## src/wfa_pkg.sv

```systemverilog
// ============================================================================
// wfa_pkg: shared types and constants of the Wiegand frame assembler
// Status codes, configuration register indexes, parity settings field layout
// and the control word that moves between pipeline stages.
// ============================================================================
package wfa_pkg;

    // Defaults of the top-level parameters.
    localparam int DEF_MAX_FRAME_BITS = 64;
    localparam int DEF_PARITY_SLOTS   = 4;

    // Fixed field widths.
    localparam int VALUE_W    = 32;   // facility code and card number
    localparam int LEN_W      = 7;    // frame length and bit counts
    localparam int CFG_DATA_W = 64;
    localparam int CFG_IDX_W  = 3;
    localparam int SET_W      = 31;   // parity settings register

    // Parity settings layout: one 7-bit field per slot, count in 30:28.
    localparam int PAR_FIELD_W  = 7;
    localparam int PAR_POS_W    = 6;
    localparam int PAR_ODD_BIT  = 6;
    localparam int PAR_CNT_LSB  = 28;
    localparam int PAR_CNT_W    = 3;

    localparam int DEFAULT_FRAME_LENGTH = 26;

    typedef enum logic [1:0] {
        STATUS_OK            = 2'd0,
        STATUS_FACILITY_WIDE = 2'd1,
        STATUS_CARD_WIDE     = 2'd2,
        STATUS_PARITY_POS    = 2'd3
    } status_t;

    typedef enum logic [CFG_IDX_W-1:0] {
        CFG_FRAME_LENGTH      = 3'd0,
        CFG_FACILITY_MASK     = 3'd1,
        CFG_CARD_MASK         = 3'd2,
        CFG_PARITY_MASK_ZERO  = 3'd3,
        CFG_PARITY_MASK_ONE   = 3'd4,
        CFG_PARITY_MASK_TWO   = 3'd5,
        CFG_PARITY_MASK_THREE = 3'd6,
        CFG_PARITY_SETTINGS   = 3'd7
    } cfg_index_t;

    // Control word that travels with each frame through the pipeline.
    typedef struct packed {
        logic    valid;
        status_t status;
    } stage_ctrl_t;

endpackage

```

## src/wfa_parity_stage.sv

```systemverilog
// ============================================================================
// wfa_parity_stage: one parity slot
// Checks the slot's position against the frame length and sets the parity
// bit over the slot's mask, leaving out its own position.
// ============================================================================
module wfa_parity_stage #(
    parameter int MAX_FRAME_BITS = wfa_pkg::DEF_MAX_FRAME_BITS,
    parameter int SLOT           = 0
) (
    input  logic                                clk,
    input  logic                                rst_n,
    input  wfa_pkg::stage_ctrl_t                up_ctrl,
    input  logic [MAX_FRAME_BITS-1:0]           up_frame,
    output logic                                up_ready,
    input  logic [MAX_FRAME_BITS-1:0]           parity_mask,
    input  logic [wfa_pkg::SET_W-1:0]           parity_settings,
    input  logic [MAX_FRAME_BITS-1:0]           span,
    input  logic [wfa_pkg::LEN_W-1:0]           len_eff,
    output wfa_pkg::stage_ctrl_t                dn_ctrl,
    output logic [MAX_FRAME_BITS-1:0]           dn_frame,
    input  logic                                dn_ready
);

    localparam int FIELD_LSB = SLOT * wfa_pkg::PAR_FIELD_W;

    logic [wfa_pkg::PAR_POS_W-1:0] pos;
    logic                          odd;
    logic [wfa_pkg::PAR_CNT_W-1:0] count;
    logic                          active;
    logic                          pos_bad;
    logic [MAX_FRAME_BITS-1:0]     own;
    logic                          par_bit;

    logic                          valid_reg;
    wfa_pkg::status_t              status_reg;
    wfa_pkg::status_t              status_next;
    logic [MAX_FRAME_BITS-1:0]     frame_reg;
    logic [MAX_FRAME_BITS-1:0]     frame_next;
    logic                          load;

    assign pos    = parity_settings[FIELD_LSB +: wfa_pkg::PAR_POS_W];
    assign odd    = parity_settings[FIELD_LSB + wfa_pkg::PAR_ODD_BIT];
    assign count  = parity_settings[wfa_pkg::PAR_CNT_LSB +: wfa_pkg::PAR_CNT_W];
    // This slot is in use exactly when the raw slot count is above its number;
    // a count above the number of slots leaves every slot in use.
    assign active = count > wfa_pkg::PAR_CNT_W'(SLOT);

    assign pos_bad = {1'b0, pos} >= len_eff;
    assign own     = MAX_FRAME_BITS'(1) << pos;
    assign par_bit = (^(up_frame & parity_mask & span & ~own)) ^ odd;

    always_comb
    begin
        status_next = up_ctrl.status;
        frame_next  = up_frame;
        if ((up_ctrl.status == wfa_pkg::STATUS_OK) && active)
        begin
            if (pos_bad)
            begin
                status_next = wfa_pkg::STATUS_PARITY_POS;
                frame_next  = '0;
            end
            else
            begin
                frame_next = (up_frame & ~own) | (par_bit ? own : '0);
            end
        end
    end

    assign up_ready = !valid_reg || dn_ready;
    assign load     = up_ctrl.valid && up_ready;

    always_ff @(posedge clk or negedge rst_n)
    begin
        if (!rst_n)
        begin
            valid_reg <= 1'b0;
        end
        else if (up_ready)
        begin
            valid_reg <= up_ctrl.valid;
        end
    end

    always_ff @(posedge clk)
    begin
        if (load)
        begin
            status_reg <= status_next;
            frame_reg  <= frame_next;
        end
    end

    assign dn_ctrl.valid  = valid_reg;
    assign dn_ctrl.status = status_reg;
    assign dn_frame       = frame_reg;

endmodule

```

## config.mk

```make
export PLATFORM = sky130hd
export DESIGN_NAME = wfa_parity_stage
export DESIGN_NICKNAME = d
export VERILOG_FILES = /design/src/wfa_pkg.sv /design/src/wfa_parity_stage.sv
export SDC_FILE = /design/constraint.sdc
export NUM_CORES = 1
export LEC_CHECK = 0
export BUFFER_PORTS_ARGS = -buffer_cell sky130_fd_sc_hd__buf_2
export CORE_MARGIN = 10
export CORE_UTILIZATION = 40
export CTS_CLUSTER_DIAMETER = 120
export CTS_CLUSTER_SIZE = 8
export DETAILED_ROUTE_END_ITERATION = 8
export PLACE_DENSITY = 0.77
export SYNTH_ARGS = -nofsm -noshare
export SYNTH_HDL_FRONTEND = slang
export SYNTH_SLANG_ARGS = --single-unit
```

## constraint.sdc

```tcl
create_clock -name clk -period 3.7 [get_ports clk]
set_clock_uncertainty 0.2 [all_clocks]
set_input_delay 0.37 -clock clk [delete_from_list [all_inputs] [get_ports clk]]
set_output_delay 0.37 -clock clk [all_outputs]
set_load 0.05 [all_outputs]
```

* Word-level counts from Yosys, hierarchy flattened
Cells that the tools add are included.
Operators by class: order comparisons 2, shift operators 1, reductions and logical operators 6, bitwise logic cells 7, muxes and demuxes 5
Operators with widths (number):
- 64-bit bitwise AND | 4
- 64-bit two-way mux | 3
- 64-bit NOT | 1
- 64-bit OR | 1
- 64-bit XOR reduction | 1
- 1-bit by 6-bit << shifter with 64-bit output (first input constant) | 1
- 6-bit by 7-bit greater-or-equal comparator with 1-bit output | 1
- 2-bit two-way mux | 2
- 3-bit by 1-bit greater-than comparator with 1-bit output (second input constant) | 1
- 1-bit logical AND | 2
- 2-bit logical NOT | 1
- 1-bit logical NOT | 1
- 1-bit logical OR | 1
- 1-bit XOR | 1
Storage, ports and cells: logic and storage cells 24, bits of input ports 236, bits in registers 67, output and inout bits 68

* Logic depth before layout (Yosys ltp)
Gate-level depths: netlist of the first run.
word-level depth 9, gate-level depth with buffers 15, depth with buffers taken out 12

* Least setup slack after synthesis of the first run
OpenSTA, ideal clock, no wires.
path kind input to register, from input parity_settings[2] (netlist name), to register frame_reg[25], in the netlist dn_frame[25] (data pin), data arrival time 3.301 ns, path buffers 4, cell stages on the path 14, slack -0.076 ns, cell sequence buf_2 or4b_1 buf_2 o2111ai_1 xor2_1 xnor2_1 xnor2_1 xnor2_1 xnor3_1 xnor3_2 nand3_2 buf_6 buf_6 o31ai_2
Between the ends: cells in the longest elaborated chain, start to end 9
RTL lines:
- start: declaration | RTL line wfa_parity_stage.sv:16 | input logic [wfa_pkg::SET_W-1:0] parity_settings,
- 1-bit by 6-bit << shifter with 64-bit output | RTL line wfa_parity_stage.sv:49 | assign own = MAX_FRAME_BITS'(1) << pos;
- 64-bit NOT | RTL line wfa_parity_stage.sv:50, wfa_parity_stage.sv:65
- 64-bit bitwise AND | RTL line wfa_parity_stage.sv:50 | assign par_bit = (^(up_frame & parity_mask & span & ~own)) ^ odd;
- 64-bit XOR reduction | RTL line wfa_parity_stage.sv:50
- 1-bit XOR | RTL line wfa_parity_stage.sv:50
- 64-bit two-way mux | RTL line wfa_parity_stage.sv:65 | frame_next = (up_frame & ~own) | (par_bit ? own : '0);
- 64-bit OR | RTL line wfa_parity_stage.sv:65
- 64-bit two-way mux * | RTL line wfa_parity_stage.sv:58 | if (pos_bad)
- 64-bit two-way mux * | RTL line wfa_parity_stage.sv:56 | if ((up_ctrl.status == wfa_pkg::STATUS_OK) && active)
- via frame_next[25] | RTL line wfa_parity_stage.sv:38 | logic [MAX_FRAME_BITS-1:0] frame_next;
- end signal: assignment | RTL line wfa_parity_stage.sv:90 | frame_reg <= frame_next;
- end: declaration | RTL line wfa_parity_stage.sv:37 | logic [MAX_FRAME_BITS-1:0] frame_reg;
The timed path passes the listed nets; every way through them passes the cells marked *. A chain may end at the register's enable or synchronous reset.

* Final worst setup path of the first run
from input parity_settings[2] (netlist name), to register frame_reg[18], in the netlist dn_frame[18] (data pin)
Same word-level chain as after synthesis.

==> results of run 1 <==
-- power groups by stage --
| stage | logic, mW | clock network [mW] | registers (mW) |
|---|---|---|---|
| 2_1_floorplan | 0.576 | 0 | 1.08 |
| 3_3_place_gp | 1.15 | 0 | 0.919 |
| 3_5_place_dp | 1.16 | 0 | 0.921 |
| 4_1_cts | 1.17 | 0.824 | 0.906 |
| 5_1_grt | 1.25 | 0.859 | 0.909 |
| 6_report | 1.16 | 0.814 | 0.905 |
-- worst max-delay path, cell delays in order --
cell and delay (ns):
buf_2 0.18, or4b_1 0.63, o2111ai_1 0.31, xor2_1 0.21, xnor2_1 0.15, xnor2_1 0.15
xnor2_1 0.14, xnor3_1 0.43, xnor3_2 0.25, nand3_2 0.13, buf_12 0.21, o31ai_1 0.27
-- worst max-delay path by stage --
stage / endpoint / start / depth (start not counted)
global placement: dn_frame[3]$_DFFE_PP_ / parity_settings[2] / 12
global route: dn_frame[18]$_DFFE_PP_ / parity_settings[2] / 12
detailed placement: dn_frame[18]$_DFFE_PP_ / parity_settings[2] / 12
finish: dn_frame[18]$_DFFE_PP_ / parity_settings[2] / 12
floorplan: dn_frame[25]$_DFFE_PP_ / parity_settings[2] / 14
CTS: dn_frame[18]$_DFFE_PP_ / parity_settings[2] / 12
-- per-layer routing --
| metal | GRT usage | vias to the layer above | routed length [µm] |
|---|---|---|---|
| met5 | 0 | - | 0 |
| met4 | 0.0883 | 0 | 568 |
| met3 | 0.0675 | 47 | 1930 |
| met2 | 0.392 | 317 | 10700 |
| met1 | 0.281 | 2753 | 8850 |
| li1 | - | 2776 | - |
-- logic make-up (layout without fill, tap and decap cells) --
group | after synthesis | in the layout
fa+ha+maj | 6 | 6
simple gates | 178 | 178
flops | 67 | 67
buf+inv | 61 | 372
compound gates | 201 | 201
xor+xnor | 61 | 61
-- per-stage QoR --
step / hold slack [ns] / worst slack (ns)
6_report: 0.0363 / 0.187
3_5_place_dp: -0.0514 / -0.195
5_1_grt: 0.0344 / 0.00588
3_3_place_gp: -0.0547 / -0.164
2_1_floorplan: -0.126 / 0.0795
4_1_cts: 0.0245 / 0.138
-- cells in the mapped netlist, drive strengths merged --
cell     number  area [µm²]
xor2         13         114
o31ai        22         289
nor4bb        6        60.1
nand3        29         150
nand2        59         221
nand4        35         219
and2          2        12.5
or3           1        6.26
or4b          2        20.0
xnor3         3        68.8
dfrtp         1        25.0
o2111ai      16         153
or2           2        12.5
nor3          3        20.0
nor2b         3        18.8
xnor2        45         394
a21o          5        37.5
inv           7        26.3
o21ai        91         455
nor4b         4        62.6
nand4b        4        50.1
and4b         1        10.0
nor2         17        63.8
nor4          1        12.5
nand2b        5        31.3
buf          23         151
o211ai        7        52.6
edfxtp       66        1980
and4          4        35.0
clkbuf       31         116
ha            6        75.1
a21oi        60         300
-- repair_timing --
item                       CTS  global route
gates resized for setup      0             1
setup endpoints to repair    0             1
hold endpoints to repair     1             0
hold buffers                 1             0
-- area by class of cell --
type	instances	area, µm²
Fill cell	1159	5200
Multi-Input combinational cell	446	2990
Sequential cell	67	2010
Timing Repair Buffer	349	2000
Clock buffer	11	253
Tap cell	172	215
Clock inverter	5	27.5
Inverter	7	26.3
==> results.yml, run 1 <==
outcome:
  status: "finished, final reports clean"
global_routing:
  grt_max_degree: 67
  grt_pass1_wl_um: 33400
  grt_pass1_vias: 6068
  gr-usage-all-layers: 0.235
  antenna_found_initial: 0
  grt-ovfl-total: 0
logic_synthesis:
  avgSynthCellArea_um2: 9.14
  synth_simple_gate_area_share: 0.192
  syn-cell-area_um2: 5250
  synth_cell_types: 45
  ys_seq_area_frac: 0.383
  synth-compound-area-share: 0.245
  synthAdderAreaFrac: 0.0143
  syn_inst: 574
  synth-seq-cells: 67
  yosysWarnings: 0
  yosys-mux-area-fraction: 0
  synth_top_family_by_area: "compound AO/OA/AOI/OAI gates"
  syn_nets: 816
  synthXorXnorAreaFrac: 0.110
clock_network:
  postCtsSetupBuffers: 0
  clkLatencyLatePin_ns: 0.33
  cts_buffers: 9
  cts_root_buffer: "clkbuf_16"
  cts.clk_slew.worst_paths_ns: 0.06
  htree_levels: 3
  cts_tree: "yes"
  cts.path.max_buffers: 2
  cts_sinks: 67
timing:
  tightestPinTransition_ns: 0.937
  setup_violations: 0
  tns_ns: 0
  period_needed_ns: 3.51
  rsz0062_at_grt: "no"
  period_share: 0.949
  slew_headroom: 0.375
  slew_viol_final: 0
  fmax_mhz: 285
  final_hold_viol_count: 0
route:
  drt_wl_total_um: 22100
  wl_per_cell_um: 20.9
  detail-route-antenna-nets: 0
  drt_pre_antenna_iters: 8
  vias_per_cell: 5.58
  dr_total_vias: 5893
  first_iter_violations: 535
  drc: 0
die:
  core_area_um2: 12700
  dieHeight_um: 135
  num_rows: 41
  initial_utilization: 0.412
  die_w_um: 135
  dieArea_um2: 18100
  io_pins: 304
setup_path:
  rr_startpoint: "valid_reg$_DFFE_PN0N_"
  cp-start-kind: "input port"
  worstSetupPathType: "input port to flip-flop"
  worst_ep_arrival_time_ns: 3.45
  cp.required_ns: 3.64
  r2r_cells: 2
  r2r-end: "dn_frame[35]$_DFFE_PP_"
  r2r_slack_ns: 1.83
  critPathMaxFanout: 22
  crit_path_end_kind: "flip-flop"
power_and_ir_drop:
  pwr-share-clk: 0.283
  power.density_nw_per_um2: 382
  sequentialPowerShare: 0.315
  cell_internal_pwr_mw: 1.82
  ir_worst_vdd_uv: 185
  swShare: 0.368
  leakagePower_nw: 3.09
  power_frac_comb: 0.402
  p_switching_mw: 1.06
  power.total_mw: 2.88
placement:
  io_buffers: 282
  placedInstanceArea_um2: 7230
  dp_hpwl_um: 17600
  dp_cells: 1040
  gp_congestion: 0.874
hold_path:
  min_path_cells: 2
  hold_end: "valid_reg$_DFFE_PN0N_"
  min_from: "up_ctrl[2]"
  hold_class: "input port to flip-flop"
layout:
  diodes: 0
  area_growth_syn_to_layout_pct: 43.5
  layout-drive-gt1-share: 0.454
  fin_area_um2: 7530
  largest_reg_flops: 64
  mostFrequentLayoutCell: "buf_2"
  final_nets: 1122
  final_util: 0.592
  fin_cells: 1057
  final_cell_mix: "buf_2 (282), o21ai_0 (67), edfxtp_1 (66)"
job:
  cap_violations: 0
No activity file was read; power rests on OpenSTA's default activity.
==> inputs of run 2 (changes only) <==
ABC_AREA = 1   (was unset)
PLACE_DENSITY = 0.71   (was 0.77)
REMOVE_ABC_BUFFERS = 1   (was unset)
==> run 2 against run 1 <==
Net effect:
- largest cell class unchanged
- first-iteration DRC count shrank 11%
- total power grew 8.5%
- non-clock buffer count shrank 43
- clock power grew 9.1%
- via count grew 39%
- die area grew 36%
==> results.yml, run 2 <==
timing:
  period_share: 0.865
  worst_slack_ns: 0.501
  fin_hold_ws_ns: 0.0589
  slew_headroom: 0.348
  rsz0062_at_grt: "no"
  fmax_mhz: 313
  period_needed_ns: 3.20
  tightestPinTransition_ns: 0.978
  final_hold_viol_count: 0
  slew_viol_final: 0
  setup_violations: 0
power_and_ir_drop:
  leakagePower_nw: 5.19
  power_frac_comb: 0.423
  power.total_mw: 3.12
  swShare: 0.414
  p_switching_mw: 1.29
  pwr-share-clk: 0.284
  cell_internal_pwr_mw: 1.83
  ir_worst_vdd_uv: 319
  power.density_nw_per_um2: 334
  sequentialPowerShare: 0.293
setup_path:
  path_common_cell: "nand2_1"
  rr_startpoint: "valid_reg$_DFFE_PN0N_"
  cpPeakStageDelay_ns: 0.36
  crit_start: "parity_settings[4]"
  crit_path_end_kind: "flip-flop"
  cp-start-kind: "input port"
  crit_path_top_delay_cell: "inv_2"
  worst_ep_arrival_time_ns: 3.10
  worstSetupPathType: "input port to flip-flop"
  cp_cell_sequence: "buf_2, inv_2, nand4_1, nor2_1, nor2_1, xnor2_1, nand2_1, nand2_1, nand2_1, nand2_1, nand2_1, nand2_2, inv_2, nand2_4, nand2_4, nand2_8, buf_4, nand3_2, nand2_1, nand2_1"
  cp.required_ns: 3.60
  critPathMaxFanout: 20
layout:
  final_nets: 1661
  final_cell_mix: "nand2_1 (469), buf_2 (282), nor2_1 (128), inv_1 (115)"
  layout-drive-gt1-share: 0.318
  area_growth_syn_to_layout_pct: 24.6
  mostFrequentLayoutCell: "nand2_1"
  diodes: 0
  largest_reg_flops: 64
clock_network:
  cts.path.max_buffers: 2
  htree_levels: 3
  cts_tree: "yes"
  cts.clk_slew.worst_paths_ns: 0.06
  postCtsSetupBuffers: 0
  cts_sinks: 67
  cts_buffers: 9
  clkLatencyLatePin_ns: 0.34
  cts_root_buffer: "clkbuf_16"
logic_synthesis:
  ys_async_sr_fraction: 0.0149
  syn-cell-area_um2: 7510
  ys_seq_area_frac: 0.267
  synth-seq-cells: 67
  yosys.area.top_type_share: 0.264
  syn_inst: 1147
  synth_most_common_cell: "nand2_1"
  synth.area.top_cells: "edfxtp_1 (26%), nand2_1 (23%), nand3_2 (8.8%)"
  avgSynthCellArea_um2: 6.55
  synth_common_cells: "nand2_1 (470), nor2_1 (128), inv_1 (116)"
  synth_edf_count: 66
  synth_cell_types: 42
  synth_largest_area_cell: "edfxtp_1"
  synthFlopType: "edfxtp_1"
  yosysWarnings: 0
job:
  cap_violations: 0
route:
  wl_per_cell_um: 15.5
  vias_per_cell: 4.95
  drc: 0
  drt_wl_total_um: 25600
  dr_total_vias: 8201
  detail-route-antenna-nets: 0
  drt_pre_antenna_iters: 4
  first_iter_violations: 475
placement:
  io_buffers: 282
  place_ws_ns: 0.136
  dp_hpwl_um: 19900
  gp_congestion: 0.796
die:
  io_pins: 304
  initial_utilization: 0.404
  dieArea_um2: 24700
  num_rows: 50
  dieHeight_um: 157
  die_w_um: 157
  core_area_um2: 18600
global_routing:
  antenna_found_initial: 0
  gr-usage-all-layers: 0.199
  grt_max_degree: 67
  grt_pass1_wl_um: 39200
  grt_pass1_vias: 8039
  grt-ovfl-total: 0
hold_path:
  min_from: "up_ctrl[2]"
  hold_class: "input port to flip-flop"
outcome:
  status: "finished, final reports clean"
-- run 2: cell types whose count changed after synthesis, sizes merged, moves of 37 or more --
cell   delta
and3     +37
inv     +126
nand2   +430
nand3    +89
nor2    +119
o21ai    -88
-- run 2: path summary, 6_finish.rpt --
path	cells past startpoint	slack, ns	endpoint
hold reg to reg	2	0.40	valid_reg$_DFFE_PN0N_
hold / removal	3	0.06	valid_reg$_DFFE_PN0N_
max in group asynchronous	2	3.09	valid_reg$_DFFE_PN0N_
setup reg to reg	2	1.75	dn_frame[48]$_DFFE_PP_
setup / recovery	20	0.50	dn_frame[5]$_DFFE_PP_
min in group asynchronous	2	0.12	valid_reg$_DFFE_PN0N_
-- run 2: final cells by class --
cell class                 count  area, µm²
sequential                    67       2010
fill                        1861       9220
multi-input combinational    900       4610
clock buffer                  12        236
inverter                     135        507
timing repair buffer         306       1660
clock inverter                 4       51.3
tap                          234        293
-- run 2: cells by family (layout without fill, tap and decap cells) --
| family | after synthesis | after routing | synth area share |
|---|---|---|---|
| compound gates | 44 | 44 | 0.0355 |
| xor+xnor | 21 | 21 | 0.0245 |
| fa+ha+maj | 6 | 6 | 0.00999 |
| buf+inv | 180 | 457 | 0.122 |
| flops | 67 | 67 | 0.267 |
| simple gates | 829 | 829 | 0.541 |
-- run 2: power by group through the flow --
| stage | Sequential [mW] | Clock, mW | Combinational (mW) |
|---|---|---|---|
| after global routing | 0.919 | 0.933 | 1.44 |
| after CTS | 0.915 | 0.900 | 1.33 |
| after detailed placement | 0.931 | 0 | 1.33 |
| after global placement | 0.929 | 0 | 1.30 |
| after floorplan | 1.11 | 0 | 0.656 |
| final | 0.915 | 0.888 | 1.32 |
-- run 2: timing repair --
item / CTS / global route
resized for setup: 0 / 0
hold buffers: 1 / 0
endpoints found under the hold margin: 1 / 0
-- run 2: through the flow --
| stage | utilization | std cells | instance area (µm²) | setup TNS (ns) |
|---|---|---|---|---|
| after detailed placement | 0.488 | 1641 | 9060 | 0 |
| after global routing | 0.504 | 1658 | 9360 | 0 |
| after CTS | 0.504 | 1658 | 9360 | 0 |
| after global placement | 0.488 | 1641 | 9060 | 0 |
| final | 0.504 | 1658 | 9360 | 0 |
| after floorplan | - | 1102 | 7100 | -331.45 |
-- run 2: worst max-delay path: cells and delay by family --
family / cells / cell delay [ns]
and+or+nand+nor: 15 / 1.74
buffers and inverters: 4 / 0.77
xor gates and xnor gates: 1 / 0.21
-- run 2: routing by layer --
layer | part of all wire | track usage | routed length [µm] | vias up
met1 | 0.43 | 0.238 | 11000 | 3693
met4 | 0.016 | 0.0614 | 412 | 0
met2 | 0.48 | 0.345 | 12300 | 278
li1 | - | - | - | 4206
met5 | 0 | 0 | 0 | -
met3 | 0.075 | 0.0497 | 1930 | 24
